`config.mk`:
```
export PLATFORM = sky130hd
export DESIGN_NAME = abf_ram
export DESIGN_NICKNAME = d
export VERILOG_FILES = /design/src/rtl/core/abf_ram.sv
export SDC_FILE = /design/constraint.sdc
export NUM_CORES = 2
export LEC_CHECK = 0
export BUFFER_PORTS_ARGS = -buffer_cell sky130_fd_sc_hd__buf_4
export CAP_MARGIN = 10
export CORE_ASPECT_RATIO = 1.1
export CORE_MARGIN = 4
export CORE_UTILIZATION = 60
export DETAILED_ROUTE_END_ITERATION = 10
export GPL_TIMING_DRIVEN = 0
export PLACE_DENSITY = 0.76
export SLEW_MARGIN = 20
export SYNTH_ARGS = -nofsm -noshare
export SYNTH_HDL_FRONTEND = slang
export SYNTH_SLANG_ARGS = --single-unit
```
`constraint.sdc`:
```
create_clock -name clk -period 13.8 [get_ports clk]
set_input_delay 0.69 -clock clk [delete_from_list [all_inputs] [get_ports clk]]
set_output_delay 0.69 -clock clk [all_outputs]
set_load 0.05 [all_outputs]
```
`src/rtl/core/abf_ram.sv`:
```
// Range table storage: one write port and one registered read port.
`default_nettype none
module abf_ram #(
  parameter int DEPTH = 64,
  parameter int WIDTH = 64
) (
  input  wire logic                     clk,
  input  wire logic                     we,
  input  wire logic [$clog2(DEPTH)-1:0] wa,
  input  wire logic [WIDTH-1:0]         wd,
  input  wire logic [$clog2(DEPTH)-1:0] ra,
  output logic [WIDTH-1:0]              rq
);
  logic [WIDTH-1:0] mem [DEPTH];
  logic [WIDTH-1:0] rq_r;

  always_ff @(posedge clk) begin
    if (we) begin
      mem[wa] <= wd;
    end
    rq_r <= mem[ra];
  end

  assign rq = rq_r;
endmodule
`default_nettype wire
```
---- Word-level counts from Yosys, hierarchy flattened ----
Memories as Yosys holds them, arrays and structs flattened. A register that Yosys moved wholly into a read port is not among the register bits.
Index checks and enable logic that the tools add are counted.
storage, ports and cells
  bits in registers ....................... 0
  RAM bits ................................ 4,096
  bits of input ports ..................... 78
  logic and storage cells ................. 3
  memories ................................ 1
operators by class
  mux-type cells .......................... 2
memory list
  memory  words  width  rd ports  clocked after memory_dff  wr ports  line  text
  mem     64     64     1         1                         1         14    logic [WIDTH-1:0] mem [DEPTH];
operator list
  kind              count
  2-to-1 mux 1 bit  2

---- Longest topological paths before layout ----
  word-level depth ........................ 2
  depth in mapped cells ................... 9

---- Worst setup path after synthesis ----
OpenSTA, ideal clock, no wires.
  path kind ............................... input-to-reg
  start ................................... in wa[3]
  end ..................................... mem mem[48][0] (enable)
  library setup time ...................... 0.564 ns
  arrival ................................. 5.562 ns
  required time ........................... 13.236 ns
  path slack .............................. 7.674 ns
  stages on the path ...................... 4
  path buffers ............................ 1
  cell sequence ........................... clkbuf_1 nor2b_1 nand4b_1 nor3_1
RTL lines
  element             line  text
  start: declaration  9     input wire logic [$clog2(DEPTH)-1:0] wa,
  end: declaration    14
Straight into the memory's write port.

==> metrics.txt <==
# TYPE chip_impl_metric gauge
chip_impl_metric{name="achievable-frequency",unit="MHz"} 233.4
chip_impl_metric{name="post_synth_instance_area",unit="um^2"} 156300
chip_impl_info{name="synth.most_common_cell",value="edfxtp_1"} 1
chip_impl_metric{name="final-hold-violation-count",unit=""} 0
chip_impl_metric{name="buffer_ports.inserted",unit=""} 133
chip_impl_metric{name="grt_usage",unit="%"} 33.20
chip_impl_metric{name="initial_utilization",unit="%"} 60.32
chip_impl_metric{name="slew_headroom",unit="%"} 5.640
chip_impl_metric{name="fin_max_slew_vios",unit=""} 0
chip_impl_metric{name="routed-via-count",unit=""} 80150
chip_impl_metric{name="grt_util_met1",unit="%"} 42.42
chip_impl_metric{name="setup_violations",unit=""} 0
chip_impl_info{name="synth_largest_area_cell",value="edfxtp_1"} 1
chip_impl_info{name="critical_path_class",value="primary input to flop"} 1
chip_impl_metric{name="std_cell_rows",unit=""} 196
chip_impl_metric{name="worstMarginPinSlew",unit="ns"} 1.397
chip_impl_metric{name="grt_antenna_before_repair",unit=""} 38
chip_impl_metric{name="synth.ff_latch_count",unit=""} 4160
chip_impl_metric{name="finalClockSkew",unit="ns"} 0.05082
chip_impl_info{name="status",value="finished, final reports clean"} 1
chip_impl_metric{name="synth-async-reset-ratio",unit="%"} 0
chip_impl_metric{name="use_met3",unit="%"} 10.27
chip_impl_info{name="synth_top_flop_cell",value="edfxtp_1"} 1
chip_impl_metric{name="synth_top_area_share",unit="%"} 78.67
chip_impl_metric{name="timing.critical_path.required",unit="ns"} 14.50
chip_impl_metric{name="fin_crit",unit="ns"} 4.285
chip_impl_info{name="hold_wc_path_type",value="primary input to flop"} 1
chip_impl_metric{name="power.density_cell_area",unit="nW/um^2"} 147.1
chip_impl_metric{name="place_ws",unit="ns"} 9.050
chip_impl_metric{name="sum_neg_setup_slack",unit="ns"} 0
chip_impl_metric{name="timing.final.ws_setup",unit="ns"} 9.515
chip_impl_metric{name="cts.path.max_buffers",unit=""} 4
chip_impl_metric{name="worstSkewPairLatency",unit="ns"} 0.92
chip_impl_metric{name="yosysWarnings",unit=""} 0
chip_impl_metric{name="area_growth_syn_to_layout",unit="%"} 15.20
chip_impl_metric{name="numCtsBuffers",unit=""} 386
chip_impl_metric{name="htreeDepth",unit=""} 5
chip_impl_metric{name="synth_edf_count",unit=""} 4096
chip_impl_metric{name="die_h",unit="um"} 543.4
chip_impl_metric{name="globalRouteMet2Util",unit="%"} 51.86
chip_impl_info{name="timing.critical_path.from_type",value="primary input"} 1
chip_impl_metric{name="first_global_vias",unit=""} 81060
chip_impl_info{name="netlist_top_cells_count",value="edfxtp_1, mux4_2, buf_2"} 1
chip_impl_metric{name="hold-worst-slack",unit="ns"} 0.3288
chip_impl_metric{name="period_share",unit="%"} 31.05
chip_impl_metric{name="post-route-drc-count",unit=""} 0
chip_impl_metric{name="nNetsFinal",unit=""} 7436
chip_impl_metric{name="per_instance_average_area_after_synthesis",unit="um^2"} 23.70
chip_impl_metric{name="ratio_of_cells_with_drive_above_1_in_the_final_layout",unit="%"} 29.98
chip_impl_metric{name="synth.net_count",unit=""} 6676
chip_impl_metric{name="cts.repair_timing.setup_buffer_count",unit=""} 0
chip_impl_metric{name="clk_transition_reported_paths",unit="ns"} 0.06
chip_impl_metric{name="drt-total-wl",unit="um"} 442300
chip_impl_metric{name="synth_sequential_area_ratio",unit="%"} 79.49
chip_impl_metric{name="grt_overflow",unit=""} 0
chip_impl_info{name="synth_area_leaders",value="edfxtp_1, mux4_2, mux2i_1"} 1
chip_impl_metric{name="synth_cell_types",unit=""} 33
chip_impl_metric{name="syn-instance-count",unit=""} 6598
chip_impl_metric{name="die_area",unit="um^2"} 268800
chip_impl_metric{name="finalWeightedCongestion",unit=""} 0.8715
chip_impl_info{name="worstSetupEndpointType",value="flop"} 1
chip_impl_info{name="rsz0062_at_grt",value="no"} 1
chip_impl_metric{name="vdd_drop_max",unit="mV"} 0.1468
chip_impl_metric{name="drt-pass1-iter-count",unit=""} 6
chip_impl_metric{name="drt-wirelength-per-cell",unit="um"} 39.60
chip_impl_info{name="top_usage_layer",value="met2"} 1
chip_impl_metric{name="grt_start_max_net_pins",unit=""} 65
chip_impl_metric{name="grt_pass1_wl",unit="um"} 622200
chip_impl_info{name="clock-root-buffer",value="clkbuf_16"} 1
chip_impl_metric{name="antenna_violating_nets_post_route",unit=""} 0
chip_impl_metric{name="leakage",unit="nW"} 56.65
chip_impl_metric{name="r2r_setup_slack",unit="ns"} 10.90
chip_impl_metric{name="die_x",unit="um"} 494.7
chip_impl_metric{name="clock_sink_total",unit=""} 4160
chip_impl_metric{name="pin_count",unit=""} 142
chip_impl_metric{name="maxCapViolations",unit=""} 0
chip_impl_metric{name="cts-resized-gates",unit=""} 0
chip_impl_metric{name="worst_endpoint_data_arrival_time",unit="ns"} 4.98
chip_impl_metric{name="core",unit="um^2"} 259200
chip_impl_info{name="cts_tree",value="built"} 1
chip_impl_metric{name="detailed_router_s_first_iteration_violation_count",unit=""} 14210
chip_impl_metric{name="cts_hold_repair.buffers",unit=""} 0
chip_impl_metric{name="detail_route.vias_per_cell",unit=""} 7.176
chip_impl_metric{name="crit_fanout",unit=""} 10
chip_impl_metric{name="hpwl",unit="um"} 274800
-- worst max-delay path, stage by stage --
cell and delay [ns]:
buf_2 0.30, buf_4 0.33, buf_2 0.53, buf_2 0.62, buf_4 0.37, mux2i_1 0.12, o22ai_1 0.64, a31oi_1 0.36
a211oi_1 0.95
-- cell usage in the layout (no fill, tap or decap), drive strengths merged, types with 3 or more instances in the layout --
cell type     n
inv          26
edfxtp     4096
mux2i       135
a211oi       63
and2          3
a22oi       168
a31oi        18
nand2b       11
bufinv       54
a2bb2oi      19
or2          28
buf         602
nand2        58
mux4       1024
nand3        45
a41oi        26
clkbuf      596
nor2b        28
and3         64
or3          29
a22o         88
clkinvlp     19
o221ai       38
dfxtp        64
nor2        112
o22ai        83
clkinv      169
diode        30
-- routing by layer --
metal	share of wire (%)	vias up
met5	0.033	-
met4	6.6	24
met3	14	1458
met2	48	7174
met1	31	41480
li1	-	30020
-- layout make-up --
type / count / area (um^2)
flip-flops and latches: 4160 / 124300
well taps: 3465 / 4335
multi-input cells: 2049 / 30770
clock inverters: 249 / 2729
diodes: 30 / 75.07
plain buffers: 370 / 1785
fillers: 14290 / 79110
repair buffers: 372 / 5911
inverters: 19 / 71.32
clock buffers: 456 / 10150
-- registers in the layout, indices dropped and copies added (netlist names) --
name,count
mem,4096
rq,64
-- worst paths after layout --
kind / cells past startpoint / start / to
hold / removal: 1 / wd[3] / mem[56][3]
setup reg to reg: 5 / mem[8][30] / rq[30]
setup / recovery: 9 / ra[2] / rq[7]
hold reg to reg: 4 / mem[62][46] / rq[46]
-- kinds of logic (layout without fill, tap and decap cells) --
group                  count (synthesis)  in the layout  share of synthesized area [%]
buffers and inverters                389           1466                          1.180
other                                  0             30                              0
flip-flops                          4160           4160                          79.49
multiplexers                        1159           1159                          15.61
AND/OR/NAND/NOR                      386            386                          1.240
AO/OA/AOI/OAI                        504            504                          2.477
-- metrics by stage --
step | util [%] | total power, W | area, um^2 | instances
2_1_floorplan | - | 0.01503 | 156300 | 6598
3_3_place_gp | 62.37 | 0.01565 | 161700 | 10200
3_5_place_dp | 64.46 | 0.01572 | 167100 | 10440
4_1_cts | 69.43 | 0.02647 | 180000 | 11140
5_1_grt | 69.46 | 0.02712 | 180100 | 11150
6_report | 69.48 | 0.02650 | 180100 | 11170
-- where the power goes --
| part | switching, W | internal [W] | total (W) |
|---|---|---|---|
| combinational | 0.00102 | 0.000476 | 0.00150 |
| sequential | 0.0000367 | 0.0140 | 0.0140 |
| clock | 0.00469 | 0.00628 | 0.0110 |
Note: power is estimated with default switching activity, not from simulation.
