<file path="src/rtl/core/abf_pkg.sv">
// Shared types and constants of the aligned best-fit range allocator.
`default_nettype none
package abf_pkg;

  // Width of the alignment field of an input item.
  localparam int ALIGN_W = 17;

  // Region size after reset.
  localparam int RESET_SIZE = 65536;

  typedef enum logic [1:0] {
    CMD_ALLOC = 2'd0,
    CMD_FIXED = 2'd1,
    CMD_FREE  = 2'd2,
    CMD_BAD   = 2'd3
  } cmd_t;

  typedef enum logic [1:0] {
    ST_OK      = 2'd0,
    ST_NOFIT   = 2'd1,
    ST_INVALID = 2'd2,
    ST_FULL    = 2'd3
  } status_t;

  typedef enum logic [3:0] {
    S_INIT,
    S_IDLE,
    S_CHECK,
    S_SCAN_RD,
    S_SCAN_EV,
    S_DIV,
    S_ADV,
    S_DECIDE,
    S_MV_CHK,
    S_MV_WR,
    S_PUT1,
    S_PUT2,
    S_SUM_INIT,
    S_SUM_CHK,
    S_SUM_EV,
    S_FIN
  } state_t;

endpackage
`default_nettype wire

</file>
<file path="src/rtl/core/abf_rem.sv">
// Bit-serial restoring remainder unit: one dividend bit per cycle.
`default_nettype none
module abf_rem import abf_pkg::*; #(
  parameter int W = 33
) (
  input  wire logic               clk,
  input  wire logic               rst_n,
  input  wire logic               start,
  input  wire logic [W-1:0]       dvd,
  input  wire logic [ALIGN_W-1:0] dvs,
  output logic                    done,
  output logic [ALIGN_W-1:0]      rem
);
  localparam int NW = $clog2(W + 1);

  logic [W-1:0]       dvd_r;
  logic [ALIGN_W-1:0] rem_r;
  logic [ALIGN_W-1:0] rem_nxt;
  logic [NW-1:0]      cnt_r;
  logic               busy_r;
  logic               done_r;
  logic [ALIGN_W:0]   sh;
  logic [ALIGN_W:0]   sub;

  always_comb begin
    sh      = {rem_r, dvd_r[W-1]};
    sub     = sh - {1'b0, dvs};
    rem_nxt = (sh >= {1'b0, dvs}) ? sub[ALIGN_W-1:0] : sh[ALIGN_W-1:0];
  end

  always_ff @(posedge clk) begin
    if (!rst_n) begin
      busy_r <= 1'b0;
      done_r <= 1'b0;
      cnt_r  <= '0;
    end else begin
      done_r <= 1'b0;
      if (start) begin
        busy_r <= 1'b1;
        cnt_r  <= NW'(W);
      end else if (busy_r) begin
        cnt_r <= cnt_r - NW'(1);
        if (cnt_r == NW'(1)) begin
          busy_r <= 1'b0;
          done_r <= 1'b1;
        end
      end
    end
  end

  always_ff @(posedge clk) begin
    if (start) begin
      dvd_r <= dvd;
      rem_r <= '0;
    end else if (busy_r) begin
      dvd_r <= {dvd_r[W-2:0], 1'b0};
      rem_r <= rem_nxt;
    end
  end

  assign done = done_r;
  assign rem  = rem_r;
endmodule
`default_nettype wire

</file>
<file path="config.mk">
export PLATFORM = sky130hd
export DESIGN_NAME = abf_rem
export DESIGN_NICKNAME = d
export VERILOG_FILES = /design/src/rtl/core/abf_pkg.sv /design/src/rtl/core/abf_rem.sv
export SDC_FILE = /design/constraint.sdc
export NUM_CORES = 1
export LEC_CHECK = 0
export BUFFER_PORTS_ARGS = -buffer_cell sky130_fd_sc_hd__buf_4
export CORE_ASPECT_RATIO = 1.5
export CORE_MARGIN = 1.5
export CORE_UTILIZATION = 51
export CTS_BUF_LIST = sky130_fd_sc_hd__clkbuf_2
export DETAILED_ROUTE_END_ITERATION = 6
export PLACE_DENSITY = 0.8
export SYNTH_ARGS = -nofsm -noshare
export SYNTH_HDL_FRONTEND = slang
export SYNTH_SLANG_ARGS = --single-unit
</file>
<file path="constraint.sdc">
create_clock -name clk -period 2.53 [get_ports clk]
set_input_delay 0.253 -clock clk [delete_from_list [all_inputs] [get_ports clk]]
set_output_delay 0.253 -clock clk [all_outputs]
set_load 0.005 [all_outputs]
</file>
== Yosys cells after proc, flatten, opt, wreduce, memory -nomap -nowiden ==
Cells that the tools add are included.

* Reduce and logical (&&, ||, !) cells: 3
* Bitwise logic cells: 2
* Muxes and demuxes: 9
* Equal/unequal tests: 1
* Add/subtract/negate cells: 2
* $lt $le $gt $ge: 1

{| class="wikitable"
|+ Operators with widths
! cell !! count
|-
| 33-bit two-way mux || 2
|-
| 18-bit by 17-bit greater-or-equal comparator with 1-bit output || 1
|-
| 17-bit two-way mux || 1
|-
| 17-bit subtractor || 1
|-
| 6-bit two-way mux || 2
|-
| 6-bit by 1-bit equality test with 1-bit output, second input constant || 1
|-
| 6-bit by 1-bit subtractor with 6-bit output, second input constant || 1
|-
| 1-bit two-way mux || 4
|-
| 3-bit OR reduction || 1
|-
| 1-bit NOT || 2
|-
| 2-bit nonzero test || 1
|-
| 2-bit OR reduction || 1
|}

* Word-level logic and storage cells: 24
* Register bits after elaboration: 58
* Input port bits: 53

== Depth between registers and ports, before layout ==
* Depth in word-level cells: 4
* Gate-level depth with buffers: 11
* Gate-level depth less buffers: 10

== Worst setup path before layout ==
Ideal clock, no wire load.

* Path type: register -> register
* From: register dvd_r[32]
* To: register rem_r[1] (netlist: rem[1])
* Setup slack: -0.067 ns
* Data required time: 2.393 ns
* Cell stages (with the launch flop): 12
* Clock period less this slack: 2.597 ns
* Path buffers: 1
* Arrival: 2.459 ns
* Cell sequence: edfxtp_1 -> inv_1 -> ha_1 -> inv_1 -> fa_1 -> a21o_1 -> a221oi_4 -> o21bai_2 -> a211oi_2 -> buf_6 -> mux2i_1 -> a211oi_1

* Cells in the longest elaborated chain, start to end: 2
* Elaborated cells on any way between the ends: 3

{| class="wikitable"
|+ RTL lines
! what !! line !! text
|-
| start, declared || abf_rem.sv:16 || <nowiki>logic [W-1:0] dvd_r;</nowiki>
|-
| start signal, assigned || abf_rem.sv:53 || <nowiki>dvd_r <= dvd;</nowiki>
|-
| start signal, assigned || abf_rem.sv:56 || <nowiki>dvd_r <= {dvd_r[W-2:0], 1'b0};</nowiki>
|-
| 17-bit subtractor / 18-bit by 17-bit greater-or-equal comparator with 1-bit output (equally long branches) || abf_rem.sv:27, abf_rem.sv:28 ||
|-
| 17-bit two-way mux (*) || abf_rem.sv:28 || <nowiki>rem_nxt = (sh >= {1'b0, dvs}) ? sub[ALIGN_W-1:0] : sh[ALIGN_W-1:0];</nowiki>
|-
| end signal, assigned || abf_rem.sv:57 || <nowiki>rem_r <= rem_nxt;</nowiki>
|-
| end, declared || abf_rem.sv:17 || <nowiki>logic [ALIGN_W-1:0] rem_r;</nowiki>
|}

Every way passes the cells marked *; elsewhere a longest branch is shown, timed or not.
A chain may end at the register's enable or synchronous reset.

== Worst setup path in the final report ==
* From: register dvd_r[32]
* To: register rem_r[8] (netlist: rem[8])

The elaborated chain is that of the path after synthesis.

==> flow_summary.ini <==
[setup_path]
cp_slowest_cell = edfxtp_1
crit_path_end = rem[8]$_SDFFE_PP0P_
end_kind = register
r2r_setup_slack_ns = -0.11
r2r_cells = 12
crit_chain = inv_1, ha_2, inv_2, fa_2, a21o_1, a221oi_4, o21bai_2, a211oi_4, buf_4, buf_6, mux2i_1, a211oi_1
r2r_start = dvd_r[32]$_DFFE_PP_
cp_num_cells = 12
critPathArrivalTime_ns = 3.01
r2r-end = rem[8]$_SDFFE_PP0P_
cpLargestDelayFamily = compound AO/OA/AOI/OAI gates
startpoint_type = register
crit_required_ns = 2.89
critPathLaunch = dvd_r[32]$_DFFE_PP_
max_stage_delay_ns = 0.41
critical_path_class = reg2reg
critPathBufInv = 4
cp_max_fo = 6

[sta]
max_slew_margin = 0.4186
setup_viol_count_final = 12
max_freq_mhz = 378.1
drv_slew = 0
period_share = 1.045
fin_crit_ns = 2.645
rsz0062_at_grt = true
hold_violations = 0
tightest_slew_ns = 0.8688
setup_ws_ns = -0.1147
fin_worst_skew_ns = 0.01959

[final_layout]
stdcell_area_sq_mm = 0.004288
post-route-util = 0.6657
fin_cells = 495
area_growth_pct = 26.97
n_antenna_cell = 0
fin_nets = 487
final_layout_size_suffix_gt1_frac = 0.3699

[placement]
dpl_cell_area_sq_mm = 0.004081
finalWeightedCongestion = 0.9389
dp_hpwl_um = 5657
dp_cells = 471
dp_slack_ns = -0.03834
port-buffer-count = 70

[logic_synthesis]
synth_nets = 391
yosys_most_used_dff = edfxtp_1
synth_most_common_cell = edfxtp_1
yosysSeqAreaShare = 0.4416
synth_edf_count = 33
yosys-top-cells-count = edfxtp_1, mux2_2, dfxtp_1, nor2_1, inv_1
synth-seq-cells = 58
syn_avg_cell_area_sq_um = 10.62
synthTopCellsByArea = edfxtp_1, dfxtp_1, mux2_2
synth_top_area_cell = edfxtp_1
synth_cell_types = 52
synth_cells = 318
synth_top_area_share = 0.2934
synthesis.yosys.warnings = 0
synthArstFlopShare = 0
synth_area_sq_mm = 0.003377

[detailed_routing]
postRouteAntennaNets = 0
drt_first_pass_iters = 4
routedWlPerCell_um = 15.39
viasPerCell = 5.644
wirelength_um = 7617
vias = 2794
drc = 0
drt_iter0_drc = 96

[pwr]
p_per_area_mw_per_mm2 = 510.3
power_mw = 2.188
ir_drop_v = 0.0004037
leakagePower_nw = 1.903

[clock_network]
cts.clk_slew.worst_paths_ns = 0.17
clock_latency_ns = 0.47
tritoncts = yes
numCtsBuffers = 9
ctsRootBufferMaster = clkbuf_2
clock-sinks = 58
clk_path_buf_depth = 2
htreeDepth = 3

[global_routing]
grt_first_pass_wirelength_um = 12370
grt_max_degree = 47
grt_pass1_vias = 2737
overflow = 0
antenna_found_initial = 0
grt_util_all_layers = 0.2209

[die]
die-area_sq_mm = 0.007129
core-area_sq_mm = 0.006441
die_h_um = 102.7
initial_core_util = 0.5243
dieWidth_um = 69.44
fp-row-count = 36
pin_count = 71

[min_path]
hold_path_depth = 2
min_path_type = in2reg

[job]
drv_cap = 0

[outcome]
failed_checks = setup timing
status = finished, violations left
[metal layers]
layer  track usage  vias up  wire length [um]  part of all wire
li1              -     1366                 -                 -
met1        0.2508     1321              3103              0.41
met3       0.05865       21               352             0.046
met5             0        -                 0                 0
met2        0.3979       86              3940              0.52
met4       0.08597        0               220             0.029
[power breakdown]
part	internal (mW)	switching, mW	leakage [nW]
combinational	0.252	0.227	1.30
sequential	1.09	0.0401	0.537
clock	0.242	0.340	0.0698
[state kept, by name, summed over array words and instances, names as in the netlist]
signal and cells:
cnt_r 6, busy_r 1, dvd_r 33, rem 17
done 1
[cells in the final DEF, fill, tap and decap left out, types with 2 or more instances in the layout]
cell type,n
o21a_1,2
o21ai_0,9
nand4_1,2
a31oi_1,2
nand3_1,5
nand2_1,16
dfxtp_1,24
buf_4,92
nand2b_1,9
mux2_2,32
xnor2_1,10
mux2i_1,8
a21oi_1,14
a311oi_1,2
a32oi_1,5
inv_1,23
clkbuf_2,13
nor2b_1,2
a21o_1,5
a211oi_1,9
ha_1,18
o31ai_1,4
xor2_1,7
edfxtp_1,33
o21ai_1,8
nor3_1,5
nor2_1,25
buf_6,3
[kinds of logic after synthesis]
family	count (synthesis)	share of synthesized area
flops	58	0.4416
fa+ha+maj	20	0.07633
compound gates	71	0.1467
xor+xnor	17	0.04409
mux	40	0.1304
buf+inv	35	0.04261
simple gates	77	0.1182
[what timing repair did]
item                                    in CTS  in global routing
hold buffers                                 1                  0
gates cloned                                 0                  1
endpoints found under the setup margin      13                 17
hold endpoints to repair                     1                  0
gates resized for setup                      4                  8
pin swaps                                    4                  9
buffers inserted                             2                  4
[per-stage QoR]
step	hold slack [ns]	TNS, ns
finish	0.06171	-0.7865
global route	0.003312	-3.223
CTS	0.03167	-0.05664
detailed placement	0.4956	-0.1449
global placement	0.4758	0
floorplan	0.3705	0
[how the worst min path moves through the flow]
stage / from / endpoint / slack (ns)
2_1_floorplan: rst_n / cnt_r[5]$_SDFFE_PN0P_ / 0.37
3_3_place_gp: rem[10]$_SDFFE_PP0P_ / rem[10]$_SDFFE_PP0P_ / 0.48
3_5_place_dp: rem[10]$_SDFFE_PP0P_ / rem[10]$_SDFFE_PP0P_ / 0.50
4_1_cts: dvd[0] / dvd_r[0]$_SDFFCE_PN0P_ / 0.03
5_1_grt: dvd[0] / dvd_r[0]$_SDFFCE_PN0P_ / 0.003
6_report: dvd[0] / dvd_r[0]$_SDFFCE_PN0P_ / 0.06
[cell type report]
type | instances | area (sq um)
Clock buffer | 13 | 65.06
Sequential cell | 58 | 1493
Fill cell | 530 | 2153
Tap cell | 76 | 95.09
Clock inverter | 3 | 41.29
Multi-Input combinational cell | 225 | 1769
Timing Repair Buffer | 96 | 734.5
Inverter | 24 | 90.09
(Power assumes the default switching activity.)
